--- src/hw/rtl/tscs_pkg.sv ---
// Package for the two-stack cursor sequence.
// Holds the operation codes and the control state type; no dependencies.
package tscs_pkg;

    localparam int FUNC_BITS = 2;
    localparam int CAR_FIELD_BITS = 16;
    localparam int IN_DATA_BITS = 16;
    localparam int OUT_DATA_BITS = 24;

    typedef enum logic [FUNC_BITS-1:0] {
        FN_MOVE_LEFT  = 2'd0,
        FN_MOVE_RIGHT = 2'd1,
        FN_DELETE     = 2'd2,
        FN_INSERT     = 2'd3
    } func_t;

    typedef enum logic [1:0] {
        S_IDLE,
        S_FETCH,
        S_OUT
    } state_t;

endpackage

--- src/hw/rtl/tscs_ram.sv ---
// Generic single-clock RAM: one write port, one read port, registered read.
// Used for both stacks of the cursor sequence; no dependencies.
module tscs_ram #(
    parameter int WIDTH = 16,
    parameter int DEPTH = 64
) (
    input  logic                     clk,
    input  logic                     we,
    input  logic [$clog2(DEPTH)-1:0] waddr,
    input  logic [WIDTH-1:0]         wdata,
    input  logic [$clog2(DEPTH)-1:0] raddr,
    output logic [WIDTH-1:0]         rdata
);

    logic [WIDTH-1:0] mem [DEPTH];

    always_ff @(posedge clk)
    begin
        if (we)
        begin
            mem[waddr] <= wdata;
        end
        rdata <= mem[raddr];
    end

endmodule

--- src/hw/rtl/two_stack_cursor_sequence.sv ---
// Two-stack cursor sequence (gap buffer).
// Input stream: s_tuser carries the operation (move left, move right, delete,
// insert), s_tdata the element for an insert. Every input transaction gives
// exactly one output transaction on m_tdata: the active element, whether the
// sequence is nonempty, and a flag for an insert refused at full capacity.
// An insert or an ignored operation goes from acceptance through S_OUT to the
// output register; a move or delete that pops a stack goes through S_FETCH and
// then S_OUT, since the new active element comes from a stack RAM with a
// registered read. A new transaction is accepted only in S_IDLE, once the
// result of the last one has been loaded into the output register.
// The state is two RAMs (left and right stack) plus two counts and a copy of
// the active element in a register.
// Reset clears the counts (empty sequence); the RAM contents are left as is.
// The output register holds a result while m_tready is low; no new input
// transaction is accepted while a result waits in S_OUT for the slot to free.
module two_stack_cursor_sequence #(
    parameter int CAPACITY = 64,
    parameter int CAR_BITS = 16
) (
    input  logic                              clk,
    input  logic                              rst_n,
    input  logic                              s_tvalid,
    output logic                              s_tready,
    input  logic [tscs_pkg::IN_DATA_BITS-1:0] s_tdata,  // [15:0] car_value
    input  logic [tscs_pkg::FUNC_BITS-1:0]    s_tuser,  // [1:0] func
    output logic                              m_tvalid,
    input  logic                              m_tready,
    // [15:0] active_car, [16] has_active, [17] refused, [23:18] zero
    output logic [tscs_pkg::OUT_DATA_BITS-1:0] m_tdata
);

    import tscs_pkg::*;

    localparam int ADDR_BITS = $clog2(CAPACITY);
    localparam int CNT_BITS = $clog2(CAPACITY + 1);
    localparam int STORE_BITS = (CAR_BITS < CAR_FIELD_BITS) ? CAR_BITS : CAR_FIELD_BITS;
    localparam logic [CNT_BITS:0] CAP_SUM = (CNT_BITS + 1)'(CAPACITY);
    localparam logic [CNT_BITS-1:0] CAP_CNT = CNT_BITS'(CAPACITY);
    localparam logic [CNT_BITS-1:0] ONE = CNT_BITS'(1);
    localparam logic [CNT_BITS-1:0] TWO = CNT_BITS'(2);

    state_t                  state_reg, state_next;
    logic [CNT_BITS-1:0]     lc_reg, lc_next;
    logic [CNT_BITS-1:0]     rc_reg, rc_next;
    logic [STORE_BITS-1:0]   active_reg, active_next;
    logic                    refused_reg, refused_next;
    logic                    fetch_left_reg, fetch_left_next;
    logic                    m_tvalid_reg;
    logic [OUT_DATA_BITS-1:0] m_tdata_reg;

    logic                    accept;
    logic                    go_fetch;
    func_t                   func;
    logic [STORE_BITS-1:0]   car_val;
    logic [CNT_BITS-1:0]     lc_dec, rc_dec2;
    logic [CNT_BITS:0]       fill;

    logic                    l_we, r_we;
    logic [ADDR_BITS-1:0]    l_waddr, r_waddr, l_raddr, r_raddr;
    logic [STORE_BITS-1:0]   l_wdata, r_wdata, l_rdata, r_rdata;

    logic                    out_free;
    logic [CAR_FIELD_BITS-1:0] res_car;
    logic                    res_has;

    assign s_tready = (state_reg == S_IDLE);
    assign accept   = s_tvalid && s_tready;
    assign func     = func_t'(s_tuser);
    assign car_val  = s_tdata[STORE_BITS-1:0];
    assign lc_dec   = lc_reg - ONE;
    assign rc_dec2  = rc_reg - TWO;
    assign fill     = {1'b0, lc_reg} + {1'b0, rc_reg};
    assign out_free = !m_tvalid_reg || m_tready;

    tscs_ram #(
        .WIDTH (STORE_BITS),
        .DEPTH (CAPACITY)
    ) u_left_ram (
        .clk   (clk),
        .we    (l_we),
        .waddr (l_waddr),
        .wdata (l_wdata),
        .raddr (l_raddr),
        .rdata (l_rdata)
    );

    tscs_ram #(
        .WIDTH (STORE_BITS),
        .DEPTH (CAPACITY)
    ) u_right_ram (
        .clk   (clk),
        .we    (r_we),
        .waddr (r_waddr),
        .wdata (r_wdata),
        .raddr (r_raddr),
        .rdata (r_rdata)
    );

    // decide whether the accepted operation pops a stack
    always_comb
    begin
        go_fetch = 1'b0;
        case (func)
            FN_MOVE_LEFT:  go_fetch = (rc_reg >= TWO) && (lc_reg < CAP_CNT);
            FN_MOVE_RIGHT: go_fetch = (lc_reg != '0) && (rc_reg < CAP_CNT);
            FN_DELETE:     go_fetch = (rc_reg >= TWO) || ((rc_reg == ONE) && (lc_reg != '0));
            FN_INSERT:     go_fetch = 1'b0;
            default:       go_fetch = 1'b0;
        endcase
    end

    always_comb
    begin
        state_next = state_reg;
        case (state_reg)
            S_IDLE:
            begin
                if (accept)
                begin
                    state_next = go_fetch ? S_FETCH : S_OUT;
                end
            end
            S_FETCH: state_next = S_OUT;
            S_OUT:
            begin
                if (out_free)
                begin
                    state_next = S_IDLE;
                end
            end
            default: state_next = S_IDLE;
        endcase
    end

    // stack RAM accesses and count updates
    always_comb
    begin
        lc_next         = lc_reg;
        rc_next         = rc_reg;
        active_next     = active_reg;
        refused_next    = refused_reg;
        fetch_left_next = fetch_left_reg;
        l_we            = 1'b0;
        l_waddr         = lc_reg[ADDR_BITS-1:0];
        l_wdata         = active_reg;
        l_raddr         = lc_dec[ADDR_BITS-1:0];
        r_we            = 1'b0;
        r_waddr         = rc_reg[ADDR_BITS-1:0];
        r_wdata         = car_val;
        r_raddr         = rc_dec2[ADDR_BITS-1:0];
        case (state_reg)
            S_IDLE:
            begin
                if (accept)
                begin
                    refused_next = 1'b0;
                    case (func)
                        FN_MOVE_LEFT:
                        begin
                            if (go_fetch)
                            begin
                                // push active onto left, new active is next one down
                                l_we            = 1'b1;
                                lc_next         = lc_reg + ONE;
                                rc_next         = rc_reg - ONE;
                                fetch_left_next = 1'b0;
                            end
                        end
                        FN_MOVE_RIGHT:
                        begin
                            if (go_fetch)
                            begin
                                lc_next         = lc_dec;
                                fetch_left_next = 1'b1;
                            end
                        end
                        FN_DELETE:
                        begin
                            if (rc_reg >= TWO)
                            begin
                                rc_next         = rc_reg - ONE;
                                fetch_left_next = 1'b0;
                            end
                            else if (rc_reg == ONE)
                            begin
                                // last on the right: refill from the left neighbor
                                rc_next         = '0;
                                fetch_left_next = 1'b1;
                                if (lc_reg != '0)
                                begin
                                    lc_next = lc_dec;
                                end
                            end
                        end
                        FN_INSERT:
                        begin
                            if ((fill >= CAP_SUM) || (rc_reg >= CAP_CNT))
                            begin
                                refused_next = 1'b1;
                            end
                            else
                            begin
                                r_we        = 1'b1;
                                rc_next     = rc_reg + ONE;
                                active_next = car_val;
                            end
                        end
                        default:
                        begin
                            refused_next = 1'b0;
                        end
                    endcase
                end
            end
            S_FETCH:
            begin
                if (fetch_left_reg)
                begin
                    // move the left top onto the right stack
                    r_we        = 1'b1;
                    r_wdata     = l_rdata;
                    rc_next     = rc_reg + ONE;
                    active_next = l_rdata;
                end
                else
                begin
                    active_next = r_rdata;
                end
            end
            default:
            begin
                l_we = 1'b0;
            end
        endcase
    end

    assign res_has = (rc_reg != '0) || (lc_reg != '0);
    assign res_car = (rc_reg != '0) ? CAR_FIELD_BITS'(active_reg) : '0;

    always_ff @(posedge clk or negedge rst_n)
    begin
        if (!rst_n)
        begin
            state_reg      <= S_IDLE;
            lc_reg         <= '0;
            rc_reg         <= '0;
            refused_reg    <= 1'b0;
            fetch_left_reg <= 1'b0;
            m_tvalid_reg   <= 1'b0;
        end
        else
        begin
            state_reg      <= state_next;
            lc_reg         <= lc_next;
            rc_reg         <= rc_next;
            refused_reg    <= refused_next;
            fetch_left_reg <= fetch_left_next;
            if ((state_reg == S_OUT) && out_free)
            begin
                m_tvalid_reg <= 1'b1;
            end
            else if (m_tready)
            begin
                m_tvalid_reg <= 1'b0;
            end
        end
    end

    always_ff @(posedge clk)
    begin
        active_reg <= active_next;
        if ((state_reg == S_OUT) && out_free)
        begin
            m_tdata_reg <= OUT_DATA_BITS'({refused_reg, res_has, res_car});
        end
    end

    assign m_tvalid = m_tvalid_reg;
    assign m_tdata  = m_tdata_reg;

endmodule
--- config.mk ---
export PLATFORM = sky130hd
export DESIGN_NAME = two_stack_cursor_sequence
export DESIGN_NICKNAME = d
export VERILOG_FILES = /design/src/hw/rtl/tscs_pkg.sv /design/src/hw/rtl/tscs_ram.sv /design/src/hw/rtl/two_stack_cursor_sequence.sv
export SDC_FILE = /design/constraint.sdc
export NUM_CORES = 2
export LEC_CHECK = 0
export ABC_AREA = 1
export BUFFER_PORTS_ARGS = -buffer_cell sky130_fd_sc_hd__buf_2
export CAP_MARGIN = 20
export CORE_MARGIN = 5
export CORE_UTILIZATION = 50
export CTS_BUF_LIST = sky130_fd_sc_hd__clkbuf_4
export CTS_CLUSTER_DIAMETER = 40
export CTS_CLUSTER_SIZE = 30
export DETAILED_ROUTE_END_ITERATION = 12
export GPL_TIMING_DRIVEN = 0
export PLACE_DENSITY_LB_ADDON = 0.2
export RECOVER_POWER = 50
export SLEW_MARGIN = 5
export SYNTH_ARGS = -nofsm -noshare
export SYNTH_HDL_FRONTEND = slang
export SYNTH_SLANG_ARGS = --single-unit
--- constraint.sdc ---
create_clock -name clk -period 12.3 [get_ports clk]
set_input_delay 0 -clock clk [delete_from_list [all_inputs] [get_ports clk]]
set_output_delay 0 -clock clk [all_outputs]
set_load 0.01 [all_outputs]
=== After elaboration in Yosys (flattened, before gate mapping) ===
Memories as Yosys holds them, arrays and structs flattened. A register that Yosys moved wholly into a read port is not among the register bits.
Cells that the tools add are included.

* RAM bits: 2048
* Register bits: 53
* Memories: 2
* Input port bits: 22
* Output and inout port bits: 26
* Logic and storage cells: 114

{| class="wikitable"
|+ Memory list
! memory !! words !! bits a word !! rd ports !! clocked after memory_dff !! wr ports !! RTL line !! text
|-
| u_left_ram.mem || 64 || 16 || 1 || 1 || 1 || tscs_ram.sv:15 || <nowiki>logic [WIDTH-1:0] mem [DEPTH];</nowiki>
|-
| u_right_ram.mem || 64 || 16 || 1 || 1 || 1 || tscs_ram.sv:15 ||
|}

* Add/sub/neg operators: 6
* Equality and inequality tests: 21
* Mux-type cells: 48
* $lt $le $gt $ge: 5
* Reduce and logical (&&, ||, !) cells: 23

{| class="wikitable"
|+ Operator list
! operator !! count
|-
| 2-to-1 mux 16 bit || 6
|-
| 2-to-1 mux 7 bit || 11
|-
| one-hot mux 7 bit (3 select lines) || 2
|-
| one-hot mux 16 bit (2 select lines) || 1
|-
| 2-to-1 mux 1 bit || 20
|-
| inequality test 2 bit, second input constant || 8
|-
| adder 7 x 1 -> 7 bit, second input constant || 2
|-
| less-than comparator 7 bit, second input constant || 2
|-
| one-hot mux 7 bit (2 select lines) || 1
|-
| nonzero test 7 bit || 2
|-
| subtractor 7 x 1 -> 7 bit, second input constant || 2
|-
| inequality test 3 bit, second input constant || 3
|-
| adder 7 x 7 -> 8 bit || 1
|-
| greater-or-equal comparator 8 x 7 -> 1 bit, second input constant || 1
|-
| AND reduction 8 bit || 1
|-
| equality test 7 x 1 -> 1 bit, second input constant || 1
|-
| greater-or-equal comparator 7 x 2 -> 1 bit, second input constant || 1
|-
| greater-or-equal comparator 7 bit, second input constant || 1
|-
| AND reduction 7 bit || 1
|-
| equality test 2 bit, second input constant || 3
|-
| 2-to-1 mux 2 bit || 3
|-
| one-hot mux 2 bit (3 select lines) || 1
|-
| AND reduction 6 bit || 1
|-
| subtractor 6 x 2 -> 6 bit, second input constant || 1
|-
| other kinds (15) || 27
|}

=== Logic depth before layout (Yosys ltp) ===
* Word-level depth: 10
* Depth in mapped cells: 17
* Gate-level depth less buffers: 13

=== Modules after synthesis ===
From an unflattened synthesis, not the netlist that was laid out.

* Cell total of the unflattened synthesis: 7505
* Area total of the unflattened synthesis: 88105.8 um^2

{| class="wikitable"
|+ By module, submodules not included
! module !! cells each !! times used !! area each (um^2) !! sequential area each (um^2)
|-
| tscs_ram || 3517 || 2 || 42099.1 || 31069.8
|-
| two_stack_cursor_sequence || 471 || 1 || 3907.5 || 1496.4
|}

=== Worst setup path after synthesis ===
No wires, ideal clock.

* Kind: register to register
* From: reg state_reg[0]
* To: mem u_right_ram.mem[0][0], data pin
* Cell stages (with the launch flop): 7
* Buffers on the path: 1
* Data required time: 11.598 ns
* Arrival time: 3.363 ns
* Library setup time: 0.702 ns
* Period minus slack after synthesis: 4.065 ns
* Path slack: 8.235 ns
* Cell sequence: dfrtp_1 -> inv_2 -> nor2_4 -> inv_2 -> nor2_2 -> clkbuf_1 -> o21ai_0

* Longest elaborated chain between the ends: 2

{| class="wikitable"
|+ Ends and longest elaborated chain
! what !! RTL line !! text
|-
| from (decl) || two_stack_cursor_sequence.sv:42 || <nowiki>state_t state_reg, state_next;</nowiki>
|-
| from (signal assigned) || two_stack_cursor_sequence.sv:253 || <nowiki>state_reg <= state_next;</nowiki>
|-
| equality test 2 x 1 -> 1 bit || two_stack_cursor_sequence.sv:151 || <nowiki>case (state_reg)</nowiki>
|-
| 2-to-1 mux 16 bit || two_stack_cursor_sequence.sv:151 ||
|-
| via r_wdata[0] || two_stack_cursor_sequence.sv:60 || <nowiki>logic [STORE_BITS-1:0] l_wdata, r_wdata, l_rdata, r_rdata;</nowiki>
|-
| to (decl) || tscs_ram.sv:15 ||
|}

The timed path passes the listed nets, and every way through them passes these cells.

=== Worst setup path in the final report ===
* From: reg state_reg[0]
* To: mem u_right_ram.mem[11][9], data pin

The elaborated chain is that of the path after synthesis.

==> implementation parameters <==
Parameter                              Value

Synthesis
  Post-synth top area cell    sky130_fd_sc_hd__edfxtp_1
  Synth top area share    72.3%
  Number of warning messages in the yosys log    0
  Synth Cell Area    86,500 sq um
  Fraction of registers with async set/reset    0.891%
  Largest cells by area after synthesis    sky130_fd_sc_hd__edfxtp_1, sky130_fd_sc_hd__nand3_1, sky130_fd_sc_hd__nand2_1
  Mean instance size in the synthesized netlist    12.1 sq um
  Most frequently used flop master after synthesis    sky130_fd_sc_hd__edfxtp_1
  Cell variety after synth    44
  Yosys reg bits    2,133
  Number of enable flip-flop cells after synthesis    2,082
  Sequential-to-total area share from yosys stat    73.6%
  Post-synthesis cell count    7,131

Route
  Number of antenna-violating nets in the routed design    0
  Total wire length after detailed routing    286,000 um
  DRC violations left    0
  Routed wire per std cell    27.9 um
  Initial DRT Pass Iterations    8
  Number of vias in the routed layout    60,398
  Via-to-Cell Ratio    5.89
  Initial detailed-routing violation count    7,821

STA
  Number of hold violations in the final report    0
  Final hold slack    0.0858 ns
  Minimum period implied by the final worst setup slack    6.63 ns
  Crit share post-route    53.9%
  Maximum operating frequency    151 MHz
  Slew at the pin closest to its max-slew limit    3.76 ns
  Sum of negative setup slack    0 ns
  Final setup violation count    0
  Max_slew headroom    -153%
  Setup repair after global routing missed its margin    false
  Final Skew    0.0993 ns
  Fin. max-slew vios    635

Setup path
  Bufs and invs on worst path    6
  Critical path data arrival time    7.61 ns
  Critical Path Fanout Max    25
  Reg2Reg Depth    9
  Setup CP Type    reg2reg
  Family with the most delay on the worst path    compound AO/OA/AOI/OAI gates
  Sort of element at the start of the critical path    register
  Worst Path Required    13.28 ns
  CP max stage delay    2.78 ns
  Cell with the largest stage delay on the worst path    sky130_fd_sc_hd__o21ai_0
  Endpoint of the most critical register-to-register path    u_right_ram.mem[11][9]$_DFFE_PP_
  Worst R2R Setup Slack    5.67 ns
  Series of cell instances along the critical path    clkinv_1 > nor2_1 > clkinv_1 > nor2_1 > clkbuf_1 > clkbuf_1 > o21ai_0 > clkbuf_1 > clkbuf_1
  Most frequent cell on the critical path    sky130_fd_sc_hd__clkbuf_1
  Endpoint class of the critical path    register
  Crit Reg-Reg Startpoint    state_reg[0]$_DFFE_PN0P_

Clocking
  Number of buffers inserted to repair setup after CTS    0
  Number of CTS-inserted buffers    287
  Worst skew pair latency    1.42 ns
  CTS tree    built
  # H-tree levels    5
  Clock sink count    2,133
  Buffer depth of the longest clock path    4
  Cell at the root of the clock tree    sky130_fd_sc_hd__clkbuf_4
  Clk pin slew, worst setup/hold paths    0.13 ns

Min path
  Hold Crit Class    in2async

GRT
  Wire length of the first global-routing pass    404,000 um
  Global routing met2 resource utilization    49.8%
  Global routing met3 resource utilization    5.92%
  Pin count of the biggest net entering global routing    29
  Final global-route overflow total    0
  Met1 usage    39.2%
  Initial antenna violation count    10
  Via count of the first global-routing pass    57,380
  Most Crowded Layer GR    met2
  All-Layer GR Usage    31.1%

Finish
  Fill count    14,338
  Layout net count    7,767
  Final std cell area, no fill    96,800 sq um
  FF/Latch Area    63,600 sq um
  Multi-input gate area in the final layout    20,200 sq um
  Share of layout cells above drive strength 1    11.8%
  Synth-to-Final Area Change    11.9%

Placed design
  Port Buffer Count    41
  Dpl cell area    93,700 sq um
  Post-detailed-placement half-perimeter wirelength    205,000 um
  Placer's final routability congestion estimate    1.03

Die
  Area of the die    181,000 sq um
  Placeable core region    172,000 sq um
  Die Span Y    426 um
  Number of top-level pins    48
  Rows    152
  Die width    426 um
  Starting Density    50.4%

Power and ir drop
  Ratio of total power to cell area    262 nW/um^2
  Leakage power total    33.4 nW
  Maximum vdd ir drop    0.127 mV
  Overall Power    0.0254 W

Outcome
  Violations in the final reports    max-capacitance violations, max-slew violations
  Result of the run    finished, violations left

Job
  Max cap viols    30
## worst min-delay path: stages
cell and delay, ns:
sky130_fd_sc_hd__dlygate4sd3_1 0.52, sky130_fd_sc_hd__dlygate4sd3_1 0.55, sky130_fd_sc_hd__clkbuf_1 0.11, sky130_fd_sc_hd__dlygate4sd3_1 0.66
## placed cells by master, fill, tap and decap left out, types with 148 or more instances in the layout
master                     netlist  final
sky130_fd_sc_hd__o21ai_0       489    488
sky130_fd_sc_hd__buf_2         175    194
sky130_fd_sc_hd__a21oi_1       148    148
sky130_fd_sc_hd__nand3_1      1120   1120
sky130_fd_sc_hd__clkbuf_4        0    315
sky130_fd_sc_hd__nor2_1        814    731
sky130_fd_sc_hd__edfxtp_1     2082   2082
sky130_fd_sc_hd__clkbuf_1      199    311
sky130_fd_sc_hd__inv_1         182    183
sky130_fd_sc_hd__o211ai_1      249    249
sky130_fd_sc_hd__nand2_1      1358   1358
## Yosys cell counts, types with 2 or more instances
master                     count
sky130_fd_sc_hd__a21oi_1     148
sky130_fd_sc_hd__a31oi_1       2
sky130_fd_sc_hd__buf_1        58
sky130_fd_sc_hd__buf_2       175
sky130_fd_sc_hd__buf_4        15
sky130_fd_sc_hd__buf_6        13
sky130_fd_sc_hd__clkbuf_1    199
sky130_fd_sc_hd__dfrtp_1      19
sky130_fd_sc_hd__dfxtp_1      32
sky130_fd_sc_hd__edfxtp_1   2082
sky130_fd_sc_hd__ha_1         23
sky130_fd_sc_hd__inv_1       182
sky130_fd_sc_hd__inv_2        16
sky130_fd_sc_hd__nand2_1    1358
sky130_fd_sc_hd__nand2_2       8
sky130_fd_sc_hd__nand3_1    1120
sky130_fd_sc_hd__nand4_1       4
sky130_fd_sc_hd__nand4_2       2
sky130_fd_sc_hd__nor2_1      814
sky130_fd_sc_hd__nor2_2        8
sky130_fd_sc_hd__nor2_4        3
sky130_fd_sc_hd__nor3_1       12
sky130_fd_sc_hd__o211ai_1    249
sky130_fd_sc_hd__o21ai_0     489
sky130_fd_sc_hd__o21ai_1      68
sky130_fd_sc_hd__o22ai_1       4
sky130_fd_sc_hd__xnor2_1       3
sky130_fd_sc_hd__xor2_1        8
sky130_fd_sc_hd__xor2_2        2
## metrics by stage
stage          setup WS (ns)  utilization, %  std cells
2_1_floorplan           8.24               -       7136
3_3_place_gp            2.18            52.2       9487
3_5_place_dp            7.23            54.6       9691
4_1_cts                 7.23            57.5      10238
5_1_grt                 5.41            56.4      10244
6_report                5.67            56.4      10250
## power by group
group | total [W] | internal (W) | switching [W]
sequential | 0.00865 | 0.00850 | 0.000151
combinational | 0.0118 | 0.00276 | 0.00908
clock | 0.00488 | 0.00213 | 0.00274
## repair_timing
item,4_1_cts,5_1_grt
gates resized for setup,0,0
hold endpoints to repair,1511,0
hold buffers,49,0
## how the worst max path moves through the flow
stage | startpoint | to | slack (ns) | cells after the start
2_1_floorplan | state_reg[0]$_DFFE_PN0P_ | u_right_ram.mem[0][0]$_DFFE_PP_ | 8.24 | 6
3_5_place_dp | rc_reg[0]$_DFFE_PN0P_ | u_left_ram.mem[40][14]$_DFFE_PP_ | 7.23 | 15
5_1_grt | state_reg[0]$_DFFE_PN0P_ | u_right_ram.mem[51][9]$_DFFE_PP_ | 5.41 | 9
4_1_cts | rc_reg[0]$_DFFE_PN0P_ | u_left_ram.mem[42][15]$_DFFE_PP_ | 7.23 | 14
6_report | state_reg[0]$_DFFE_PN0P_ | u_right_ram.mem[11][9]$_DFFE_PP_ | 5.67 | 9
3_3_place_gp | state_reg[0]$_DFFE_PN0P_ | u_right_ram.mem[40][1]$_DFFE_PP_ | 2.18 | 6
## cell type report
type                       instances  area share [%]
antenna                           10          0.0259
buffer                           461            2.18
clock buffer                     315            2.44
clock inverter                   183            2.24
inverter                         200           0.778
multi-input combinational       4342            20.9
sequential                      2133            65.7
tap                             2310            2.99
timing repair buffer             296            2.69
## routing by layer
metal / vias up / part of all wire (%)
met4: 2 / 7.9
met5: - / 0.0039
met2: 3418 / 46
met1: 29376 / 36
li1: 26828 / -
met3: 774 / 9.2
## cells by family after synthesis
family / after synthesis / synth area share (%)
AO/OA/AOI/OAI: 963 / 6.31
XOR/XNOR: 14 / 0.168
adder cells (fa/ha/maj): 24 / 0.356
buffers and inverters: 661 / 3.32
flip-flops: 2133 / 73.6
multiplexers: 1 / 0.0116
other: 1 / 0.00434
AND/OR/NAND/NOR: 3334 / 16.2
Note: power is estimated with default switching activity, not from simulation.
